===== src/abcrs_pkg.sv =====
// Package for the dual-bank configuration record selector: types, constants, CRC function.
`default_nettype none
package abcrs_pkg;
  localparam int SETTING_COUNT = 4;
  localparam logic [31:0] RECORD_MAGIC = 32'h43464731;
  localparam logic [15:0] RECORD_VERSION = 16'd1;
  localparam logic [15:0] SETPOINT_LOW_RST = 16'd200;
  localparam logic [15:0] SETPOINT_HIGH_RST = 16'd800;
  localparam logic [4:0] CRC_SPAN = 5'd20;
  localparam logic [4:0] MIN_BYTES = 5'd22;
  localparam logic [4:0] MAX_BYTES = 5'd24;
  localparam logic [1:0] REG_STORAGE_READY = 2'd0;
  localparam logic [1:0] REG_SETPOINT_LOW = 2'd1;
  localparam logic [1:0] REG_SETPOINT_HIGH = 2'd2;

  // one finished record handed from the parser to the selector
  typedef struct packed {
    logic        from_slot_b;
    logic        record_ok;
    logic [31:0] sequence_num;
    logic [15:0] set0;
    logic [15:0] set1;
    logic [15:0] set2;
    logic [15:0] set3;
    logic        clear_choice;
    logic        record_end;
  } rec_t;

  function automatic logic [15:0] crc_byte(input logic [15:0] crc_in, input logic [7:0] b);
    logic [15:0] c;
    c = crc_in ^ {8'd0, b};
    for (int k = 0; k < 8; k++) begin
      if (c[0]) c = (c >> 1) ^ 16'hA001;
      else c = c >> 1;
    end
    return c;
  endfunction
endpackage
`default_nettype wire


===== src/abcrs_parser.sv =====
// Front part: parses record bytes, runs the CRC and classifies each record at its end.
`default_nettype none
module abcrs_parser (
  input  wire logic              clk,
  input  wire logic              rst,
  input  wire logic              in_valid,
  output logic                   in_ready,
  input  wire logic [7:0]        data_byte,
  input  wire logic              from_slot_b,
  input  wire logic              record_end,
  input  wire logic [15:0]       setpoint_low,
  input  wire logic [15:0]       setpoint_high,
  output logic                   q_valid,
  input  wire logic              q_ready,
  output abcrs_pkg::rec_t        q_data
);
  import abcrs_pkg::*;

  logic [4:0]  byte_count;
  logic [15:0] crc_acc;
  logic [31:0] magic_word;
  logic [15:0] version_word;
  logic [31:0] rec_seq;
  logic [15:0] rec_set [SETTING_COUNT];
  logic [15:0] stored_check;
  logic        fire;
  logic [4:0]  pos;
  logic [15:0] crc_next;
  logic [31:0] magic_next;
  logic [15:0] version_next;
  logic [31:0] seq_next;
  logic [15:0] set_next [SETTING_COUNT];
  logic [15:0] check_next;
  logic [4:0]  count_next;
  logic [4:0]  rel;
  logic        ok;

  assign in_ready = q_ready;
  assign fire = in_valid && in_ready;
  assign pos = byte_count;
  assign rel = pos - 5'd12;

  always_comb begin
    crc_next = crc_acc;
    magic_next = magic_word;
    version_next = version_word;
    seq_next = rec_seq;
    for (int i = 0; i < SETTING_COUNT; i++) set_next[i] = rec_set[i];
    check_next = stored_check;
    count_next = byte_count;
    if (pos < MAX_BYTES) begin
      count_next = pos + 5'd1;
      if (pos < CRC_SPAN) crc_next = crc_byte(crc_acc, data_byte);
      if (pos < 5'd4) magic_next[pos[1:0]*8 +: 8] = data_byte;
      else if (pos < 5'd6) version_next[pos[0]*8 +: 8] = data_byte;
      else if (pos < 5'd8) begin
      end else if (pos < 5'd12) seq_next[pos[1:0]*8 +: 8] = data_byte;
      else if (pos < 5'd20) set_next[rel[2:1]][rel[0]*8 +: 8] = data_byte;
      else if (pos < 5'd22) check_next[pos[0]*8 +: 8] = data_byte;
    end
    ok = (count_next >= MIN_BYTES) && (magic_next == RECORD_MAGIC)
      && (version_next == RECORD_VERSION) && (check_next == crc_next)
      && (set_next[0] != 16'd0)
      && (set_next[1] >= setpoint_low) && (set_next[1] <= setpoint_high)
      && (set_next[2] >= setpoint_low) && (set_next[2] <= setpoint_high)
      && (set_next[3] <= 16'd1);
  end

  always_ff @(posedge clk) begin
    if (rst) begin
      byte_count <= '0;
      crc_acc <= 16'hFFFF;
      magic_word <= '0;
      version_word <= '0;
      rec_seq <= '0;
      for (int i = 0; i < SETTING_COUNT; i++) rec_set[i] <= '0;
      stored_check <= '0;
      q_valid <= 1'b0;
    end else begin
      if (fire) q_valid <= 1'b1;
      else if (q_ready) q_valid <= 1'b0;
      if (fire) begin
        q_data.from_slot_b <= from_slot_b;
        q_data.record_ok <= ok;
        q_data.sequence_num <= seq_next;
        q_data.set0 <= set_next[0];
        q_data.set1 <= set_next[1];
        q_data.set2 <= set_next[2];
        q_data.set3 <= set_next[3];
        q_data.clear_choice <= (byte_count == 5'd0) && !from_slot_b;
        q_data.record_end <= record_end;
        if (record_end) begin
          byte_count <= '0;
          crc_acc <= 16'hFFFF;
          magic_word <= '0;
          version_word <= '0;
          rec_seq <= '0;
          for (int i = 0; i < SETTING_COUNT; i++) rec_set[i] <= '0;
          stored_check <= '0;
        end else begin
          byte_count <= count_next;
          crc_acc <= crc_next;
          magic_word <= magic_next;
          version_word <= version_next;
          rec_seq <= seq_next;
          for (int i = 0; i < SETTING_COUNT; i++) rec_set[i] <= set_next[i];
          stored_check <= check_next;
        end
      end
    end
  end
endmodule
`default_nettype wire


===== src/abcrs_selector.sv =====
// Back part: keeps the running choice and drives the result register.
`default_nettype none
module abcrs_selector (
  input  wire logic        clk,
  input  wire logic        rst,
  input  wire logic        q_valid,
  output logic             q_ready,
  input  wire abcrs_pkg::rec_t q_data,
  input  wire logic        storage_ready,
  output logic             out_valid,
  input  wire logic        out_ready,
  output logic             record_valid,
  output logic             have_choice,
  output logic             chosen_slot,
  output logic [31:0]      chosen_sequence,
  output logic [15:0]      setting_0,
  output logic [15:0]      setting_1,
  output logic [15:0]      setting_2,
  output logic             setting_3
);
  import abcrs_pkg::*;

  logic        choice_valid;
  logic        choice_slot;
  logic [31:0] choice_seq;
  logic [15:0] choice_set0, choice_set1, choice_set2, choice_set3;
  logic        cv, cs;
  logic [31:0] cq;
  logic [15:0] c0, c1, c2, c3;
  logic        valid, take, show, fire;

  assign q_ready = !out_valid || out_ready;
  assign fire = q_valid && q_ready;

  always_comb begin
    cv = choice_valid; cs = choice_slot; cq = choice_seq;
    c0 = choice_set0; c1 = choice_set1; c2 = choice_set2; c3 = choice_set3;
    if (q_data.clear_choice) begin
      cv = 1'b0; cs = 1'b0; cq = '0; c0 = '0; c1 = '0; c2 = '0; c3 = '0;
    end
    valid = storage_ready && q_data.record_ok;
    take = valid && (!q_data.from_slot_b || !cv || (q_data.sequence_num > cq));
    if (q_data.record_end && take) begin
      cv = 1'b1; cs = q_data.from_slot_b; cq = q_data.sequence_num;
      c0 = q_data.set0; c1 = q_data.set1; c2 = q_data.set2; c3 = q_data.set3;
    end
    show = storage_ready && cv;
  end

  always_ff @(posedge clk) begin
    if (rst) begin
      choice_valid <= 1'b0;
      choice_slot <= 1'b0;
      choice_seq <= '0;
      choice_set0 <= '0; choice_set1 <= '0; choice_set2 <= '0; choice_set3 <= '0;
      out_valid <= 1'b0;
    end else begin
      if (fire && q_data.record_end) out_valid <= 1'b1;
      else if (out_ready) out_valid <= 1'b0;
      if (fire) begin
        choice_valid <= cv; choice_slot <= cs; choice_seq <= cq;
        choice_set0 <= c0; choice_set1 <= c1; choice_set2 <= c2; choice_set3 <= c3;
        if (q_data.record_end) begin
          record_valid <= valid;
          have_choice <= show;
          chosen_slot <= show & cs;
          chosen_sequence <= show ? cq : '0;
          setting_0 <= show ? c0 : '0;
          setting_1 <= show ? c1 : '0;
          setting_2 <= show ? c2 : '0;
          setting_3 <= show & c3[0];
        end
      end
    end
  end
endmodule
`default_nettype wire


===== src/ab_config_record_selector_top.sv =====
// Top level of the dual-bank configuration record selector.
// Input channel (in_valid/in_ready) takes one record byte per request: data_byte,
// from_slot_b and record_end. Slot A's record comes first, then slot B's.
// A record ending with record_end produces one result request on the output
// channel (out_valid/out_ready); other bytes produce none.
// An accepted ending byte passes the parse register, then the result
// register. Throughput: one byte per cycle while in_ready is high; in_ready
// drops when the output stalls.
// Configuration: cfg_we/cfg_index/cfg_data write storage_ready (0),
// setpoint_low (1) and setpoint_high (2); write only while idle.
// Reset clears the parse state and choice; storage_ready resets to 0,
// limits to 200 and 800. When the receiver stalls the result is held and the
// parser stage holds one request; in_ready drops until the stall clears.
`default_nettype none
module ab_config_record_selector_top (
  input  wire logic        clk,
  input  wire logic        rst,
  input  wire logic        in_valid,
  output logic             in_ready,
  input  wire logic [7:0]  data_byte,
  input  wire logic        from_slot_b,
  input  wire logic        record_end,
  output logic             out_valid,
  input  wire logic        out_ready,
  output logic             record_valid,
  output logic             have_choice,
  output logic             chosen_slot,
  output logic [31:0]      chosen_sequence,
  output logic [15:0]      setting_0,
  output logic [15:0]      setting_1,
  output logic [15:0]      setting_2,
  output logic             setting_3,
  input  wire logic        cfg_we,
  input  wire logic [1:0]  cfg_index,
  input  wire logic [15:0] cfg_data
);
  import abcrs_pkg::*;

  logic        storage_ready;
  logic [15:0] setpoint_low, setpoint_high;
  logic        q_valid, q_ready;
  rec_t        q_data;

  always_ff @(posedge clk) begin
    if (rst) begin
      storage_ready <= 1'b0;
      setpoint_low <= SETPOINT_LOW_RST;
      setpoint_high <= SETPOINT_HIGH_RST;
    end else if (cfg_we) begin
      case (cfg_index)
        REG_STORAGE_READY: storage_ready <= cfg_data[0];
        REG_SETPOINT_LOW:  setpoint_low <= cfg_data;
        REG_SETPOINT_HIGH: setpoint_high <= cfg_data;
        default: ;
      endcase
    end
  end

  abcrs_parser u_parser (
    .clk, .rst, .in_valid, .in_ready, .data_byte, .from_slot_b, .record_end,
    .setpoint_low, .setpoint_high, .q_valid, .q_ready, .q_data
  );

  abcrs_selector u_selector (
    .clk, .rst, .q_valid, .q_ready, .q_data, .storage_ready, .out_valid, .out_ready,
    .record_valid, .have_choice, .chosen_slot, .chosen_sequence,
    .setting_0, .setting_1, .setting_2, .setting_3
  );
endmodule
`default_nettype wire

===== config.mk =====
export PLATFORM = sky130hd
export DESIGN_NAME = ab_config_record_selector_top
export DESIGN_NICKNAME = d
export VERILOG_FILES = /design/src/abcrs_pkg.sv /design/src/abcrs_parser.sv /design/src/abcrs_selector.sv /design/src/ab_config_record_selector_top.sv
export SDC_FILE = /design/constraint.sdc
export NUM_CORES = 1
export LEC_CHECK = 0
export ABC_AREA = 1
export BUFFER_PORTS_ARGS = -buffer_cell sky130_fd_sc_hd__buf_2
export CORE_UTILIZATION = 55
export CTS_CLUSTER_SIZE = 20
export DETAILED_ROUTE_END_ITERATION = 8
export PLACE_DENSITY = 0.72
export REMOVE_ABC_BUFFERS = 1
export SLEW_MARGIN = 0
export SYNTH_ARGS = -nofsm -noshare
export SYNTH_HDL_FRONTEND = slang
export SYNTH_HIERARCHICAL = 1
export SYNTH_SLANG_ARGS = --single-unit
export TNS_END_PERCENT = 20

===== constraint.sdc =====
create_clock -name clk -period 7.2 [get_ports clk]
set_input_delay 1.08 -clock clk [delete_from_list [all_inputs] [get_ports clk]]
set_output_delay 1.08 -clock clk [all_outputs]
set_load 0.05 [all_outputs]

# ---- Word-level counts from Yosys, hierarchy flattened
# Memories as Yosys holds them, arrays and structs flattened.
# Index checks and enable logic that the tools add are counted.
dict set report totals {
  ramBits 64
  n_memories 1
  rom_bits 0
  in_bits 33
  output_inout_bits 86
  latchBits 0
  regBits 404
  wordCells 221
}
# name depth width read_ports rd_clocked_by_memory_dff wr line
set mem_list {}
lappend mem_list {u_parser.rec_set 4 16 4 0 4 abcrs_parser.sv:24} ;# logic [15:0] rec_set [SETTING_COUNT];
dict set report op_classes {
  n_mul 0
  n_eq_ne 5
  addsub 5
  shift 6
  mux 97
  bitwise_logic 21
  div_mod_pow 0
  magnitude_cmp 16
  reduce_logical 35
}
# operator count
set op_table {}
lappend op_table {{16-bit 2-to-1 mux} 52}
lappend op_table {{64-bit 2-to-1 mux} 6}
lappend op_table {{32-bit 2-to-1 mux} 11}
lappend op_table {{4-bit negation with 34-bit output} 2}
lappend op_table {{8-bit by 34-bit variable shift with 16-bit output (first input constant)} 2}
lappend op_table {{8-bit by 34-bit variable part select with 16-bit output} 2}
lappend op_table {{32-bit bitwise mux} 2}
lappend op_table {{64-bit bitwise mux} 1}
lappend op_table {{5-bit negation with 34-bit output} 1}
lappend op_table {{8-bit by 34-bit variable shift with 32-bit output (first input constant)} 1}
lappend op_table {{8-bit by 34-bit variable part select with 32-bit output} 1}
lappend op_table {{16-bit bitwise mux} 2}
lappend op_table {{16-bit demux with 2-bit select} 1}
lappend op_table {{32-bit by 31-bit == test with 1-bit output (second input constant)} 1}
lappend op_table {{16-bit greater-or-equal comparator} 2}
lappend op_table {{32-bit greater-than comparator} 1}
lappend op_table {{16-bit less-or-equal comparator} 2}
lappend op_table {{2-bit inverter with 3-bit output} 9}
lappend op_table {{1-bit 2-to-1 mux} 20}
lappend op_table {{1-bit logical AND} 18}
lappend op_table {{16-bit by 1-bit == test with 1-bit output (second input constant)} 1}
lappend op_table {{16-bit == test} 1}
lappend op_table {{16-bit by 1-bit less-or-equal comparator with 1-bit output (second input constant)} 1}
lappend op_table {{16-bit nonzero test} 1}
lappend op_table {{other kinds (22)} 44}

# ---- Depth between registers and ports, before layout
dict set report logic_depth {
  ltp_word 41
  depth_mapped 25
}

# ---- Hierarchy
# The synthesis kept the hierarchy.
# mod area_each_um2 n_inst cells_per_inst
set modules_own_cells {}
lappend modules_own_cells {abcrs_parser 14505.2 1 1811}
lappend modules_own_cells {abcrs_selector 9018.6 1 1137}
lappend modules_own_cells {ab_config_record_selector_top 1430.1 1 205}

# ---- Least setup slack after synthesis
# OpenSTA, ideal clock, no wires.
dict set report synth_timing {
  kind {input to register}
  start {input port out_ready}
  end {register u_selector.chosen_sequence[0], enable pin}
  path_slack_ns 1.119
  setup_time_ns 0.527
  path_stages 8
  required_ns 6.673
  t_arrival_ns 5.554
  path_buffers 2
  path_cell_list {inv_1 > nand2_1 > nand2_1 > inv_1 > clkbuf_1 > buf_1 > nand2_1 > nor2_1}
}
dict set report synth_via {
  elab_chain_len 3
}
# element line
set synth_rtl {}
lappend synth_rtl {{start, declared} ab_config_record_selector_top.sv:24} ;# input wire logic out_ready,
lappend synth_rtl {{1-bit logical OR} abcrs_selector.sv:32} ;# assign q_ready = !out_valid || out_ready;
lappend synth_rtl {{via q_ready} ab_config_record_selector_top.sv:41} ;# logic q_valid, q_ready;
lappend synth_rtl {{1-bit logical AND} abcrs_selector.sv:33} ;# assign fire = q_valid && q_ready;
lappend synth_rtl {{3-bit AND reduction (no line)} -}
lappend synth_rtl {{end signal, assigned} abcrs_selector.sv:67} ;# chosen_sequence <= show ? cq : '0;
lappend synth_rtl {{end, declared} abcrs_selector.sv:15} ;# output logic [31:0] chosen_sequence,
# The timed path passes the listed nets, and every way through them passes these cells.
# A chain may end at the register's enable or synchronous reset.

==> impl_results.html <==
<table>
<tr><th>Metric</th><th>Value</th></tr>
<tr><th colspan="2">Route</th></tr>
<tr><td>Routed wire per std cell</td><td>around 17 microns</td></tr>
<tr><td>Post-route DRC</td><td>0</td></tr>
<tr><td>Vias</td><td>20900</td></tr>
<tr><td>Number of nets with antenna violations after routing</td><td>0</td></tr>
<tr><td>Average via count per standard cell</td><td>5.530</td></tr>
<tr><td>Aggregate routed wire length</td><td>65250 microns</td></tr>
<tr><td>First DRT Iteration DRCs</td><td>~1900</td></tr>
<tr><td>1st-pass router iterations</td><td>5</td></tr>
<tr><th colspan="2">Power</th></tr>
<tr><td>Power density over cell area</td><td>roughly 230 mW/mm^2</td></tr>
<tr><td>Switching part of the total power</td><td>about a quarter</td></tr>
<tr><td>Static leakage</td><td>roughly 12 nW</td></tr>
<tr><td>Comb power frac</td><td>10.0%</td></tr>
<tr><td>Part of the total power dissipated in sequential elements</td><td>around 47%</td></tr>
<tr><td>Power spent charging and discharging nets</td><td>1.565 mW</td></tr>
<tr><td>Maximum vdd drop</td><td>191.8 uV</td></tr>
<tr><td>Clk network pwr share</td><td>roughly 43%</td></tr>
<tr><td>Design Power</td><td>6.137 mW</td></tr>
<tr><td>Internal power component</td><td>4.571 mW</td></tr>
<tr><th colspan="2">Floorplan</th></tr>
<tr><td>Starting density of the core</td><td>56.27%</td></tr>
<tr><td>Top-level port count</td><td>119</td></tr>
<tr><td>Vertical extent of the die</td><td>about 210 microns</td></tr>
<tr><td>Full die area</td><td>0.04530 sq mm</td></tr>
<tr><td>Row count</td><td>between 70 and 80</td></tr>
<tr><td>Chip Width</td><td>212.8 microns</td></tr>
<tr><td>Core area</td><td>0.04346 sq mm</td></tr>
<tr><th colspan="2">Setup path</th></tr>
<tr><td>Launch instance of the worst register-to-register path</td><td>u_parser/byte_count[4]$_SDFFE_PP0P_</td></tr>
<tr><td>Data arrival time at the worst-slack endpoint</td><td>5.16 ns</td></tr>
<tr><td>Critical path class</td><td>flip-flop to flip-flop</td></tr>
<tr><td>Crit. Startpoint</td><td>u_parser/byte_count[4]$_SDFFE_PP0P_</td></tr>
<tr><td>CP startpoint kind</td><td>flip-flop</td></tr>
<tr><td>Crit-path max FO</td><td>21</td></tr>
<tr><td>Worst Setup End Kind</td><td>flip-flop</td></tr>
<tr><td>Register-to-register setup slack</td><td>2.40 ns</td></tr>
<tr><td>Required time reported for the critical path endpoint</td><td>~7.6 ns</td></tr>
<tr><th colspan="2">Synthesis</th></tr>
<tr><td>Gate Count Post-Synth</td><td>3124</td></tr>
<tr><td>Synth warn</td><td>6</td></tr>
<tr><td>Cell area after technology mapping</td><td>~0.024 sq mm</td></tr>
<tr><td>Average cell area after synthesis</td><td>7.827 sq um</td></tr>
<tr><th colspan="2">Placement</th></tr>
<tr><td>Port Buffers</td><td>118</td></tr>
<tr><td>Final RePlAce weighted congestion</td><td>0.9112</td></tr>
<tr><td># placed instances</td><td>roughly 3700</td></tr>
<tr><td>Sum of net half-perimeters after detailed placement</td><td>43120 microns</td></tr>
<tr><th colspan="2">Clocking</th></tr>
<tr><td>Clock buffers created by TritonCTS</td><td>51</td></tr>
<tr><td>Clock Tree Buf Depth</td><td>3</td></tr>
<tr><td>CTS tree</td><td>yes</td></tr>
<tr><td>Post-CTS clock slew at the launch and capture registers of the worst setup and hold paths</td><td>around 0.060 ns</td></tr>
<tr><td>Resized cells post-CTS</td><td>0</td></tr>
<tr><td>Clock root buffer</td><td>clkbuf_16</td></tr>
<tr><td>Clock sink count</td><td>468</td></tr>
<tr><td>CTS H-Tree Depth</td><td>2</td></tr>
<tr><td>Total of hold buffers inserted after clock tree synthesis</td><td>0</td></tr>
<tr><td>Setup bufs post-CTS</td><td>0</td></tr>
<tr><td>Clock insertion delay at the later pin of the skew report</td><td>0.60 ns</td></tr>
<tr><th colspan="2">Run status</th></tr>
<tr><td>Run status</td><td>completed</td></tr>
<tr><th colspan="2">Min path</th></tr>
<tr><td>Hold Crit Start</td><td>u_parser/rec_seq[25]$_SDFFE_PP0P_</td></tr>
<tr><td>Path class of the lowest-slack min-delay path</td><td>flip-flop to flip-flop</td></tr>
<tr><th colspan="2">STA</th></tr>
<tr><td>Part of the cycle the worst path needs</td><td>between 60% and 70%</td></tr>
<tr><td>Actual transition at the worst max-transition pin</td><td>1.090 ns</td></tr>
<tr><td>RSZ-0062 raised after global routing</td><td>no</td></tr>
<tr><td>Endpoints failing hold</td><td>0</td></tr>
<tr><td>Final setup skew</td><td>0.01315 ns</td></tr>
<tr><td>Post-layout min period</td><td>4.800 ns</td></tr>
<tr><td>Setup violation total in the final timing report</td><td>0</td></tr>
<tr><td>Top achievable clock speed</td><td>208.3 MHz</td></tr>
<tr><td>Worst relative slew slack</td><td>27.26%</td></tr>
<tr><td>Number of max-slew violations in the final report</td><td>0</td></tr>
<tr><th colspan="2">Layout</th></tr>
<tr><td>Final std cells w/o fill</td><td>3779</td></tr>
<tr><td>Synthesis-to-layout area growth</td><td>9.498%</td></tr>
<tr><td>Total inserted antenna cells</td><td>0</td></tr>
<tr><td>Nets</td><td>3286</td></tr>
<tr><td>Layout cell share with drive strength beyond 1</td><td>10.99%</td></tr>
<tr><th colspan="2">Global routing</th></tr>
<tr><td>Residual overflow from global routing</td><td>0</td></tr>
<tr><td>First-pass GRT wire length</td><td>102000 microns</td></tr>
<tr><td>Largest net degree at the start of global routing</td><td>83</td></tr>
<tr><td>Initial antenna violation count</td><td>0</td></tr>
<tr><td>Overall Global Routing Usage</td><td>28.87%</td></tr>
<tr><td>Number of global-route vias before repair</td><td>18990</td></tr>
<tr><th colspan="2">Run</th></tr>
<tr><td>Max-capacitance violation count</td><td>0</td></tr>
</table>
==> registers in the layout, indices dropped and copies added (netlist names), 32 cells and up <==
| register | count |
|---|---|
| u_parser/q_data | 85 |
| u_parser/rec_seq | 32 |
| u_selector/chosen_sequence | 32 |
| u_selector/choice_seq | 32 |
| u_parser/magic_word | 32 |
| u_parser/rec_set | 64 |
==> per-layer routing <==
| layer | track usage, % | vias to the layer above | wire length (microns) |
|---|---|---|---|
| met1 | 40.81 | 9763 | 29330 |
| met4 | 9.129 | 0 | 1586 |
| met2 | 45.40 | 848 | 29050 |
| met3 | 4.339 | 110 | 5289 |
| li1 | - | 10180 | - |
| met5 | 0 | - | 0 |
==> placed cells by master (no fill, tap or decap), drive strengths merged, types with 22 or more instances in the layout <==
cell type    n
nand2      783
inv        466
nor2       289
a21oi      253
dfxtp      251
nand3      247
edfxtp     217
o21ai      188
buf        140
ha         102
clkbuf      68
nand4       32
a22o        32
o22ai       22
==> critical path, cell delays in order (launching register included) <==
cell      delay (ns)
dfxtp_1         0.44
nand2_2         0.38
nand2_1         0.62
nor2_4          0.37
nand4_1         0.57
o21ai_0         0.77
inv_1           0.17
ha_1            0.22
inv_1           0.05
a21oi_1         0.05
o21ai_0         0.27
nand2_1         0.09
o211ai_1        0.09
nand2_1         0.06
nand2_1         0.06
nand2_1         0.06
nand3_1         0.08
nor2_1          0.05
nand3_1         0.09
nor3_2          0.04
==> stage by stage <==
step	hold slack, ns	utilization, %	setup slack, ns	cell area, sq um	setup TNS, ns
after floorplan	0.4231	-	-1.502	23570	-269.39
after global placement	0.4330	57.77	2.653	25100	0
after detailed placement	0.4422	57.77	2.543	25100	0
after CTS	0.4567	61.61	2.527	26770	0
after global routing	0.4765	61.61	2.015	26770	0
final	0.4513	61.61	2.400	26770	0
==> power by group through the flow <==
| stage | Clock, mW | Combinational, mW | Sequential [mW] |
|---|---|---|---|
| after floorplan | 0 | 0.374 | 2.99 |
| after global placement | 0 | 0.585 | 2.96 |
| after detailed placement | 0 | 0.599 | 2.96 |
| after CTS | 2.66 | 0.603 | 2.91 |
| after global routing | 2.77 | 0.679 | 2.91 |
| final | 2.62 | 0.612 | 2.91 |
==> final cells by class <==
cell class                      instances  area [sq um]
Timing Repair Buffer                  140         758.2
Clock buffer                           68          1391
Clock inverter                         28         277.8
Sequential cell                       468         11540
Tap cell                              585         732.0
Inverter                              465          1745
Multi-Input combinational cell       2025         10330
Fill cell                            3853         16680
==> worst paths after layout <==
check / endpoint / cells after the start
hold reg to reg: u_parser/rec_seq[25]$_SDFFE_PP0P_ / 2
setup reg to reg: u_parser/q_data[98]$_DFFE_PP_ / 19
setup / recovery: u_parser/q_data[98]$_DFFE_PP_ / 19
hold / removal: u_parser/rec_seq[25]$_SDFFE_PP0P_ / 2
(Power assumes the default switching activity.)
